<file path="src/rtl/rle16_pkg.sv">
// -----------------------------------------------------------------------------
// rle16_pkg
// Shared types and codes for the RLE16 frame decoder.
// -----------------------------------------------------------------------------
package rle16_pkg;

   localparam logic [17:0] MAX_FRAME_PIXELS = 18'd131072;
   localparam int          QUEUE_DEPTH      = 4;

   // codec_mode values
   localparam logic [1:0] CODEC_RAW = 2'd0;
   localparam logic [1:0] CODEC_RLE = 2'd1;

   // configuration register indexes
   localparam logic [1:0] REG_CODEC_MODE      = 2'd0;
   localparam logic [1:0] REG_BUFFER_PIXELS   = 2'd1;
   localparam logic [1:0] REG_EXPECTED_PIXELS = 2'd2;

   // frame status codes
   localparam logic [2:0] ST_OK          = 3'd0;
   localparam logic [2:0] ST_TRUNCATED   = 3'd1;
   localparam logic [2:0] ST_ZERO_RUN    = 3'd2;
   localparam logic [2:0] ST_OVERFLOW    = 3'd3;
   localparam logic [2:0] ST_COUNT_MISM  = 3'd4;
   localparam logic [2:0] ST_GEOMETRY    = 3'd5;
   localparam logic [2:0] ST_RAW_SIZE    = 3'd6;
   localparam logic [2:0] ST_UNSUPPORTED = 3'd7;

   // event kinds passed from front to back
   localparam logic [1:0] EV_RAW  = 2'd0;  // raw pixel pair, run of one
   localparam logic [1:0] EV_RLE  = 2'd1;  // complete count/value record
   localparam logic [1:0] EV_ERR  = 2'd2;  // error found by the front
   localparam logic [1:0] EV_MARK = 2'd3;  // last byte of a dropped frame

   typedef struct packed {
      logic [1:0]  codec_mode;
      logic [17:0] buffer_pixels;
      logic [17:0] expected_pixels;
   } rle16_cfg_type;

   typedef struct packed {
      logic [1:0]  kind;
      logic        last;
      logic [2:0]  status;
      logic [15:0] count;
      logic [15:0] value;
   } rle16_event_type;

endpackage

</file>
<file path="src/rtl/rle16_front.sv">
// -----------------------------------------------------------------------------
// rle16_front
// Byte assembler: builds raw pairs and RLE records, flags front-side errors.
// -----------------------------------------------------------------------------
module rle16_front import rle16_pkg::*; (
   input  logic            clock,
   input  logic            reset,
   input  rle16_cfg_type   cfg,
   input  logic            byte_valid,
   input  logic [7:0]      stored_byte,
   input  logic            last_byte,
   output logic            ev_push,
   output rle16_event_type ev_data
);

   logic [1:0]  phase_ff, phase_in;
   logic [23:0] held_ff, held_in;
   logic        drop_ff, drop_in;

   always_comb begin
      phase_in = phase_ff;
      held_in  = held_ff;
      drop_in  = drop_ff;
      ev_push  = 1'b0;
      ev_data  = '0;
      ev_data.last = last_byte;
      if (byte_valid) begin
         if (drop_ff) begin
            if (last_byte) begin
               ev_push      = 1'b1;
               ev_data.kind = EV_MARK;
               drop_in      = 1'b0;
            end
         end else if (cfg.expected_pixels != cfg.buffer_pixels) begin
            ev_push        = 1'b1;
            ev_data.kind   = EV_ERR;
            ev_data.status = ST_GEOMETRY;
            drop_in        = !last_byte;
         end else if (cfg.codec_mode != CODEC_RAW && cfg.codec_mode != CODEC_RLE) begin
            ev_push        = 1'b1;
            ev_data.kind   = EV_ERR;
            ev_data.status = ST_UNSUPPORTED;
            drop_in        = !last_byte;
         end else if (cfg.codec_mode == CODEC_RAW) begin
            if (phase_ff == 2'd0) begin
               held_in  = {16'd0, stored_byte};
               phase_in = 2'd1;
               if (last_byte) begin
                  ev_push        = 1'b1;
                  ev_data.kind   = EV_ERR;
                  ev_data.status = ST_RAW_SIZE;
               end
            end else begin
               ev_push       = 1'b1;
               ev_data.kind  = EV_RAW;
               ev_data.count = 16'd1;
               ev_data.value = {stored_byte, held_ff[7:0]};
               phase_in      = 2'd0;
               held_in       = '0;
            end
         end else begin
            if (phase_ff != 2'd3) begin
               case (phase_ff)
                  2'd0:    held_in = {held_ff[23:8], stored_byte};
                  2'd1:    held_in = {held_ff[23:16], stored_byte, held_ff[7:0]};
                  default: held_in = {stored_byte, held_ff[15:0]};
               endcase
               phase_in = phase_ff + 2'd1;
               if (last_byte) begin
                  ev_push        = 1'b1;
                  ev_data.kind   = EV_ERR;
                  ev_data.status = ST_TRUNCATED;
               end
            end else begin
               ev_push       = 1'b1;
               ev_data.kind  = EV_RLE;
               ev_data.count = held_ff[15:0];
               ev_data.value = {stored_byte, held_ff[23:16]};
               phase_in      = 2'd0;
               held_in       = '0;
            end
         end
         // any event or the end of the frame restarts assembly
         if (last_byte || (ev_push && ev_data.kind == EV_ERR)) begin
            phase_in = 2'd0;
            held_in  = '0;
         end
      end
   end

   always_ff @(posedge clock) begin
      if (reset) begin
         phase_ff <= '0;
         held_ff  <= '0;
         drop_ff  <= 1'b0;
      end else begin
         phase_ff <= phase_in;
         held_ff  <= held_in;
         drop_ff  <= drop_in;
      end
   end

endmodule

</file>
<file path="src/rtl/rle16_fifo.sv">
// -----------------------------------------------------------------------------
// rle16_fifo
// Short event queue between the byte assembler and the run generator.
// -----------------------------------------------------------------------------
module rle16_fifo import rle16_pkg::*; (
   input  logic            clock,
   input  logic            reset,
   input  logic            push,
   input  rle16_event_type push_data,
   output logic            full,
   input  logic            pop,
   output logic            pop_valid,
   output rle16_event_type pop_data
);

   localparam int AW = $clog2(QUEUE_DEPTH);

   rle16_event_type mem_ff [QUEUE_DEPTH];
   logic [AW-1:0]   wr_ptr_ff, rd_ptr_ff;
   logic [AW:0]     count_ff, count_in;

   assign full      = (count_ff == (AW+1)'(QUEUE_DEPTH));
   assign pop_valid = (count_ff != '0);
   assign pop_data  = mem_ff[rd_ptr_ff];

   always_comb begin
      count_in = count_ff;
      if (push && !pop) count_in = count_ff + 1'b1;
      else if (pop && !push) count_in = count_ff - 1'b1;
   end

   always_ff @(posedge clock) begin
      if (push) mem_ff[wr_ptr_ff] <= push_data;
   end

   always_ff @(posedge clock) begin
      if (reset) begin
         wr_ptr_ff <= '0;
         rd_ptr_ff <= '0;
         count_ff  <= '0;
      end else begin
         if (push) wr_ptr_ff <= wr_ptr_ff + 1'b1;
         if (pop)  rd_ptr_ff <= rd_ptr_ff + 1'b1;
         count_ff <= count_in;
      end
   end

endmodule

</file>
<file path="src/rtl/rle16_back.sv">
// -----------------------------------------------------------------------------
// rle16_back
// Run generator: pixel accounting, capacity and count checks, result register.
// -----------------------------------------------------------------------------
module rle16_back import rle16_pkg::*; (
   input  logic            clock,
   input  logic            reset,
   input  rle16_cfg_type   cfg,
   input  logic            ev_valid,
   input  rle16_event_type ev_data,
   output logic            ev_pop,
   output logic            rsp_tvalid,
   input  logic            rsp_tready,
   output logic [55:0]     rsp_tdata,
   output logic [3:0]      rsp_tuser,
   output logic            rsp_tlast
);

   logic [17:0] pw_ff, pw_in;
   logic        err_ff, err_in;
   logic        out_valid_ff;
   logic [55:0] out_data_ff;
   logic [3:0]  out_user_ff;
   logic        out_last_ff;

   logic        out_free;
   logic [17:0] cap;
   logic [18:0] rle_sum;
   logic        run;
   logic        done;
   logic [2:0]  status;
   logic [15:0] r_value;
   logic [15:0] r_length;
   logic [16:0] r_start;
   logic        emit;

   assign out_free = !out_valid_ff || rsp_tready;
   assign ev_pop   = ev_valid && out_free;
   assign cap      = (cfg.buffer_pixels < MAX_FRAME_PIXELS) ? cfg.buffer_pixels
                                                             : MAX_FRAME_PIXELS;
   assign rle_sum  = {1'b0, pw_ff} + {3'b000, ev_data.count};

   always_comb begin
      pw_in    = pw_ff;
      err_in   = err_ff;
      run      = 1'b0;
      status   = ST_OK;
      r_value  = '0;
      r_length = '0;
      r_start  = '0;
      done     = 1'b0;
      emit     = 1'b0;
      if (ev_pop) begin
         if (err_ff) begin
            // drop until the end of the frame
            if (ev_data.last) begin
               err_in = 1'b0;
               pw_in  = '0;
            end
         end else begin
            case (ev_data.kind)
               EV_ERR: begin
                  status = ev_data.status;
               end
               EV_RAW: begin
                  if (pw_ff >= cap) begin
                     status = ST_RAW_SIZE;
                  end else begin
                     run   = 1'b1;
                     pw_in = pw_ff + 18'd1;
                     if (ev_data.last && pw_in != cfg.buffer_pixels) status = ST_RAW_SIZE;
                  end
               end
               EV_RLE: begin
                  if (ev_data.count == '0) begin
                     status = ST_ZERO_RUN;
                  end else if (rle_sum > {1'b0, cap}) begin
                     status = ST_OVERFLOW;
                  end else begin
                     run   = 1'b1;
                     pw_in = rle_sum[17:0];
                     if (ev_data.last && pw_in != cfg.expected_pixels) status = ST_COUNT_MISM;
                  end
               end
               default: begin
               end
            endcase
            if (run) begin
               r_value  = ev_data.value;
               r_length = ev_data.count;
               r_start  = pw_ff[16:0];
            end
            done = ev_data.last || (status != ST_OK);
            emit = (run || done) && (ev_data.kind != EV_MARK);
            if (done) begin
               pw_in = '0;
               if (status != ST_OK && !ev_data.last) err_in = 1'b1;
            end
         end
      end
   end

   always_ff @(posedge clock) begin
      if (emit) begin
         out_data_ff <= {7'd0, r_start, r_length, r_value};
         out_user_ff <= {status, run};
         out_last_ff <= done;
      end
   end

   always_ff @(posedge clock) begin
      if (reset) begin
         pw_ff        <= '0;
         err_ff       <= 1'b0;
         out_valid_ff <= 1'b0;
      end else begin
         pw_ff  <= pw_in;
         err_ff <= err_in;
         if (emit) out_valid_ff <= 1'b1;
         else if (rsp_tready) out_valid_ff <= 1'b0;
      end
   end

   assign rsp_tvalid = out_valid_ff;
   assign rsp_tdata  = out_data_ff;
   assign rsp_tuser  = out_user_ff;
   assign rsp_tlast  = out_last_ff;

   a_pw_bound: assert property (@(posedge clock) disable iff (reset)
      pw_ff <= MAX_FRAME_PIXELS)
      else $error("pixel count passed frame limit");

   a_err_done: assert property (@(posedge clock) disable iff (reset)
      emit && status != ST_OK |-> done)
      else $error("error result without frame end");

   a_err_hold: assert property (@(posedge clock) disable iff (reset)
      ev_pop && err_ff && !ev_data.last |=> err_ff)
      else $error("drop mode left before frame end");

   a_no_emit_drop: assert property (@(posedge clock) disable iff (reset)
      err_ff |-> !emit)
      else $error("result produced while dropping");

endmodule

</file>
<file path="src/rtl/rle16_frame_decoder_core.sv">
// -----------------------------------------------------------------------------
// rle16_frame_decoder_core
// Streaming RLE16 / raw RGB565 frame decoder producing run descriptors.
// -----------------------------------------------------------------------------
// Takes one stored frame byte per cycle while the event queue has room and
// returns one run descriptor per complete record (RLE16) or byte pair (raw),
// plus a frame end with status on the last byte or the first error. The
// byte assembler and the run generator sit on either side of a four-entry
// event queue. A byte's event is written into the queue, and the run
// generator pops it into the result register once that register is free;
// the descriptor transfers from there. Output stalls back up through the
// queue and drop req_tready only once all four entries are taken. Bytes
// after an error are swallowed until tlast.
// Configuration writes are taken every cycle and must land while idle.
// -----------------------------------------------------------------------------
module rle16_frame_decoder_core import rle16_pkg::*; (
   input  logic        clock,
   input  logic        reset,
   // input bytes
   input  logic        req_tvalid,
   output logic        req_tready,
   input  logic [7:0]  req_tdata,   // [7:0] stored_byte
   input  logic        req_tlast,   // last_byte
   // run descriptors
   output logic        rsp_tvalid,
   input  logic        rsp_tready,
   output logic [55:0] rsp_tdata,   // [15:0] pixel_value, [31:16] run_length,
                                    // [48:32] start_pixel, [55:49] zero
   output logic [3:0]  rsp_tuser,   // [0] run_valid, [3:1] status
   output logic        rsp_tlast,   // frame_done
   // configuration writes
   input  logic        csr_valid,
   output logic        csr_ready,
   input  logic [1:0]  csr_index,
   input  logic [17:0] csr_data
);

   rle16_cfg_type   cfg_ff;
   rle16_event_type front_ev;
   rle16_event_type back_ev;
   logic            front_push;
   logic            q_full;
   logic            q_valid;
   logic            q_pop;
   logic            byte_accept;

   assign csr_ready   = 1'b1;
   assign req_tready  = !q_full;
   assign byte_accept = req_tvalid && req_tready;

   always_ff @(posedge clock) begin
      if (reset) begin
         cfg_ff.codec_mode      <= CODEC_RLE;
         cfg_ff.buffer_pixels   <= '0;
         cfg_ff.expected_pixels <= '0;
      end else if (csr_valid) begin
         case (csr_index)
            REG_CODEC_MODE:      cfg_ff.codec_mode      <= csr_data[1:0];
            REG_BUFFER_PIXELS:   cfg_ff.buffer_pixels   <= csr_data;
            REG_EXPECTED_PIXELS: cfg_ff.expected_pixels <= csr_data;
            default: begin
            end
         endcase
      end
   end

   rle16_front u_front (
      .clock       (clock),
      .reset       (reset),
      .cfg         (cfg_ff),
      .byte_valid  (byte_accept),
      .stored_byte (req_tdata),
      .last_byte   (req_tlast),
      .ev_push     (front_push),
      .ev_data     (front_ev)
   );

   rle16_fifo u_fifo (
      .clock     (clock),
      .reset     (reset),
      .push      (front_push),
      .push_data (front_ev),
      .full      (q_full),
      .pop       (q_pop),
      .pop_valid (q_valid),
      .pop_data  (back_ev)
   );

   rle16_back u_back (
      .clock      (clock),
      .reset      (reset),
      .cfg        (cfg_ff),
      .ev_valid   (q_valid),
      .ev_data    (back_ev),
      .ev_pop     (q_pop),
      .rsp_tvalid (rsp_tvalid),
      .rsp_tready (rsp_tready),
      .rsp_tdata  (rsp_tdata),
      .rsp_tuser  (rsp_tuser),
      .rsp_tlast  (rsp_tlast)
   );

endmodule

</file>
<file path="config.mk">
export PLATFORM = sky130hd
export DESIGN_NAME = rle16_frame_decoder_core
export DESIGN_NICKNAME = d
export VERILOG_FILES = /design/src/rtl/rle16_pkg.sv /design/src/rtl/rle16_front.sv /design/src/rtl/rle16_fifo.sv /design/src/rtl/rle16_back.sv /design/src/rtl/rle16_frame_decoder_core.sv
export SDC_FILE = /design/constraint.sdc
export NUM_CORES = 1
export LEC_CHECK = 0
export ABC_AREA = 1
export BUFFER_PORTS_ARGS = -buffer_cell sky130_fd_sc_hd__buf_2
export CAP_MARGIN = 5
export CORE_MARGIN = 2
export CORE_UTILIZATION = 35
export DETAILED_ROUTE_END_ITERATION = 8
export HOLD_SLACK_MARGIN = 0.05
export PLACE_DENSITY = 0.52
export SYNTH_ARGS = -nofsm -noshare
export SYNTH_HDL_FRONTEND = slang
export SYNTH_SLANG_ARGS = --single-unit
</file>
<file path="constraint.sdc">
create_clock -name clock -period 9.2 [get_ports clock]
set_input_delay 1.84 -clock clock [delete_from_list [all_inputs] [get_ports clock]]
set_output_delay 1.84 -clock clock [all_outputs]
set_load 0.05 [all_outputs]
</file>
==> results.py <==
metrics = {
    "run_status": {
        "status": "finished clean",
    },
    "timing": {
        "fin_ws_ns": 2.685,
        "clock_skew_ns": 0.02570,
        "rsz0062_at_grt": "false",
        "fmax_mhz": 153.5,
        "post-route-period-util": 0.7081,
        "period_needed_ns": 6.515,
        "relSlewSlack": 0.2477,
        "setup_tns_ns": 0,
        "setup_viol": 0,
        "drv_slew": 0,
        "hold_ws_ns": 0.4738,
        "tightestPinTransition_ns": 1.128,
        "hold_viol": 0,
    },
    "yosys": {
        "synthFlopType": "edfxtp_1",
        "ys_seq_area_frac": 0.5084,
        "syn_area_mm2": 0.01587,
        "synthCells": 1914,
        "syn_avg_cell_area_um2": 8.291,
        "synth_edf_count": 206,
        "ys_async_sr_fraction": 0,
        "synth_warnings": 0,
        "yosysUniqueCellTypes": 51,
        "yosys_register_bits": 300,
    },
    "floorplan": {
        "die-area_mm2": 0.04706,
        "dieHeight_um": 216.9,
        "start_util": 0.3520,
        "fp.coreArea_mm2": 0.04509,
        "rows": 78,
        "die_w_um": 216.9,
        "pin_count": 98,
    },
    "global_routing": {
        "antenna_found_initial": 3,
        "grt_max_degree": 81,
        "grt_usage": 0.2136,
        "grt-ovfl-total": 0,
        "grt_pass1_vias": 12690,
        "grt_pass1_wl_um": 76430,
    },
    "worst_setup_path": {
        "cp_max_fo": 41,
        "critPathArrivalTime_ns": 6.79,
        "r2r_setup_slack_ns": 2.69,
        "slowest_stage": "nor2_2",
        "path_class": "reg2reg",
        "end_kind": "flop",
        "cp-start-kind": "flop",
        "crit_top_cell": "nand2_1",
        "worstPathRequired_ns": 9.48,
        "cpPeakStageDelay_ns": 0.69,
    },
    "pwr": {
        "intPower_mw": 3.579,
        "pwr-share-seq": 0.288,
        "p_sw_frac": 0.4874,
        "leakagePower_nw": 7.468,
        "irDropWorstVdd_uv": 214.5,
        "p_clk_frac": 0.198,
        "p_sw_mw": 3.404,
        "p_per_area_mw_per_mm2": 387.9,
        "p_comb_frac": 0.514,
    },
    "cells_and_area": {
        "drive_gt1_frac": 0.1022,
        "nets": 2077,
        "syn2layout_area_growth_pct": 13.44,
        "final_cell_mix": "nand2_1 (483), edfxtp_1 (206), nor2_1 (200), inv_1 (184), nand3_1 (175)",
        "mostFrequentLayoutCell": "nand2_1",
        "n_fill_cell": 4648,
        "layout.area.seq_mm2": 0.008069,
        "multi_input_area_mm2": 0.006739,
        "num_antenna_cells": 0,
    },
    "place": {
        "io_buffers": 89,
        "dp_slack_ns": 2.813,
        "gp_congestion": 0.9495,
        "place_hpwl_um": 36150,
    },
    "route": {
        "routedWlPerCell_um": 19.19,
        "drtAntennaViolNets": 0,
        "vias_per_cell": 5.155,
        "totalWireLength_um": 49980,
        "vias": 13430,
        "drtPass1Iterations": 7,
        "initialDrtViolationCount": 1038,
        "drc": 0,
    },
    "clock_tree": {
        "htreeDepth": 2,
        "postCtsSetupRepairBufs": 0,
        "cts_sinks": 300,
        "clk_pin_slew_ns": 0.06,
        "insertion_delay_ns": 0.56,
        "hold_buffers": 0,
        "clock_path_buffers": 3,
        "numCtsBuffers": 34,
        "cts_resized": 0,
        "ctsRootBufferMaster": "clkbuf_16",
        "cts_tree": "built",
    },
    "flow_run": {
        "cap_viol_max_count": 0,
    },
    "worst_hold_path": {
        "hold_path.class": "reg2reg",
    },
}
metal layers:
metal,GRT usage,wire length (um)
met1,0.3069,23370
met2,0.3321,22180
met3,0.03634,3158
met4,0.05845,1249
met5,0,26
flip-flops by register name, summed over array words and instances, names as in the netlist, named ones only:
name               count
u_fifo.mem_ff        152
u_back.rsp_tdata      49
cfg_ff                38
u_front.held_ff       24
u_back.pw_ff          18
u_back.rsp_tuser       4
u_fifo.count_ff        3
u_fifo.rd_ptr_ff       2
u_fifo.wr_ptr_ff       2
u_front.phase_ff       2
u_back.err_ff          1
u_back.rsp_tlast       1
u_back.rsp_tvalid      1
u_front.drop_ff        1
cells in the mapped netlist (7+ instances only):
| cell | number | area [um^2] |
|---|---|---|
| a21oi_1 | 152 | 760.7 |
| a221oi_1 | 16 | 140.1 |
| a22oi_1 | 8 | 60.06 |
| a31oi_1 | 7 | 43.79 |
| buf_2 | 17 | 85.08 |
| buf_4 | 8 | 60.06 |
| clkbuf_1 | 49 | 183.9 |
| dfxtp_1 | 94 | 1882 |
| edfxtp_1 | 206 | 6186 |
| ha_1 | 61 | 763.2 |
| inv_1 | 185 | 694.4 |
| inv_2 | 14 | 52.55 |
| nand2_1 | 484 | 1817 |
| nand3_1 | 175 | 875.8 |
| nand3b_1 | 9 | 67.56 |
| nand4_1 | 35 | 219.0 |
| nor2_1 | 204 | 765.7 |
| nor2_2 | 11 | 68.82 |
| nor3_1 | 25 | 125.1 |
| o21ai_0 | 79 | 395.4 |
| o21ai_1 | 7 | 35.03 |
| xor2_1 | 7 | 61.31 |
cell families (layout without fill, tap and decap cells):
| logic type | count (synthesis) | count (layout) | share of synthesized area |
|---|---|---|---|
| adders and majority gates | 63 | 63 | 0.05062 |
| xor gates and xnor gates | 13 | 13 | 0.008909 |
| other | 2 | 8 | 0.0004733 |
| and+or+nand+nor | 965 | 965 | 0.2600 |
| DFF | 300 | 300 | 0.5084 |
| buffers and inverters | 282 | 367 | 0.07041 |
| AOI/OAI and AO/OA | 289 | 289 | 0.1012 |
power groups by stage:
stage | clock (mW) | combinational [mW] | sequential, mW
global route | 1.47 | 3.97 | 2.04
detailed placement | 0 | 3.56 | 2.04
floorplan | 0 | 2.17 | 2.42
CTS | 1.41 | 3.58 | 2.01
global placement | 0 | 3.55 | 2.04
finish | 1.38 | 3.59 | 2.01
final cells by class:
type,count,area share
clock buffers,39,0.04886
clock inverters,22,0.01348
inverters,201,0.04191
multi-input cells,1338,0.3744
flip-flops and latches,300,0.4483
well taps,600,0.04170
repair buffers,105,0.03142
final timing paths:
check,startpoint,end,cells after the start
hold / removal,u_fifo.rd_ptr_ff[1]$_SDFFE_PP0P_,flop,2
setup reg to reg,flop,u_back.rsp_tdata[38]$_SDFFCE_PP0P_,28
hold reg to reg,u_fifo.rd_ptr_ff[1]$_SDFFE_PP0P_,flop,2
setup / recovery,flop,u_back.rsp_tdata[38]$_SDFFCE_PP0P_,28
per-stage QoR:
| stage | cells | utilization | cell area (um^2) | power (mW) |
|---|---|---|---|---|
| 6_report | 2605 | 0.3992 | 18000 | 6.983 |
| 5_1_grt | 2605 | 0.3992 | 18000 | 7.482 |
| 4_1_cts | 2605 | 0.3992 | 18000 | 7.004 |
| 3_5_place_dp | 2544 | 0.3743 | 16880 | 5.592 |
| 3_3_place_gp | 2544 | 0.3743 | 16880 | 5.589 |
| 2_1_floorplan | 1920 | - | 15890 | 4.590 |
critical path: cells and delay by family, from the launching register on:
family,cells,cell delay (ns)
compound gates,2,0.45
flops,1,0.32
fa+ha+maj,2,0.67
simple gates,19,3.22
buf+inv,5,1.55
(Power assumes the default switching activity.)
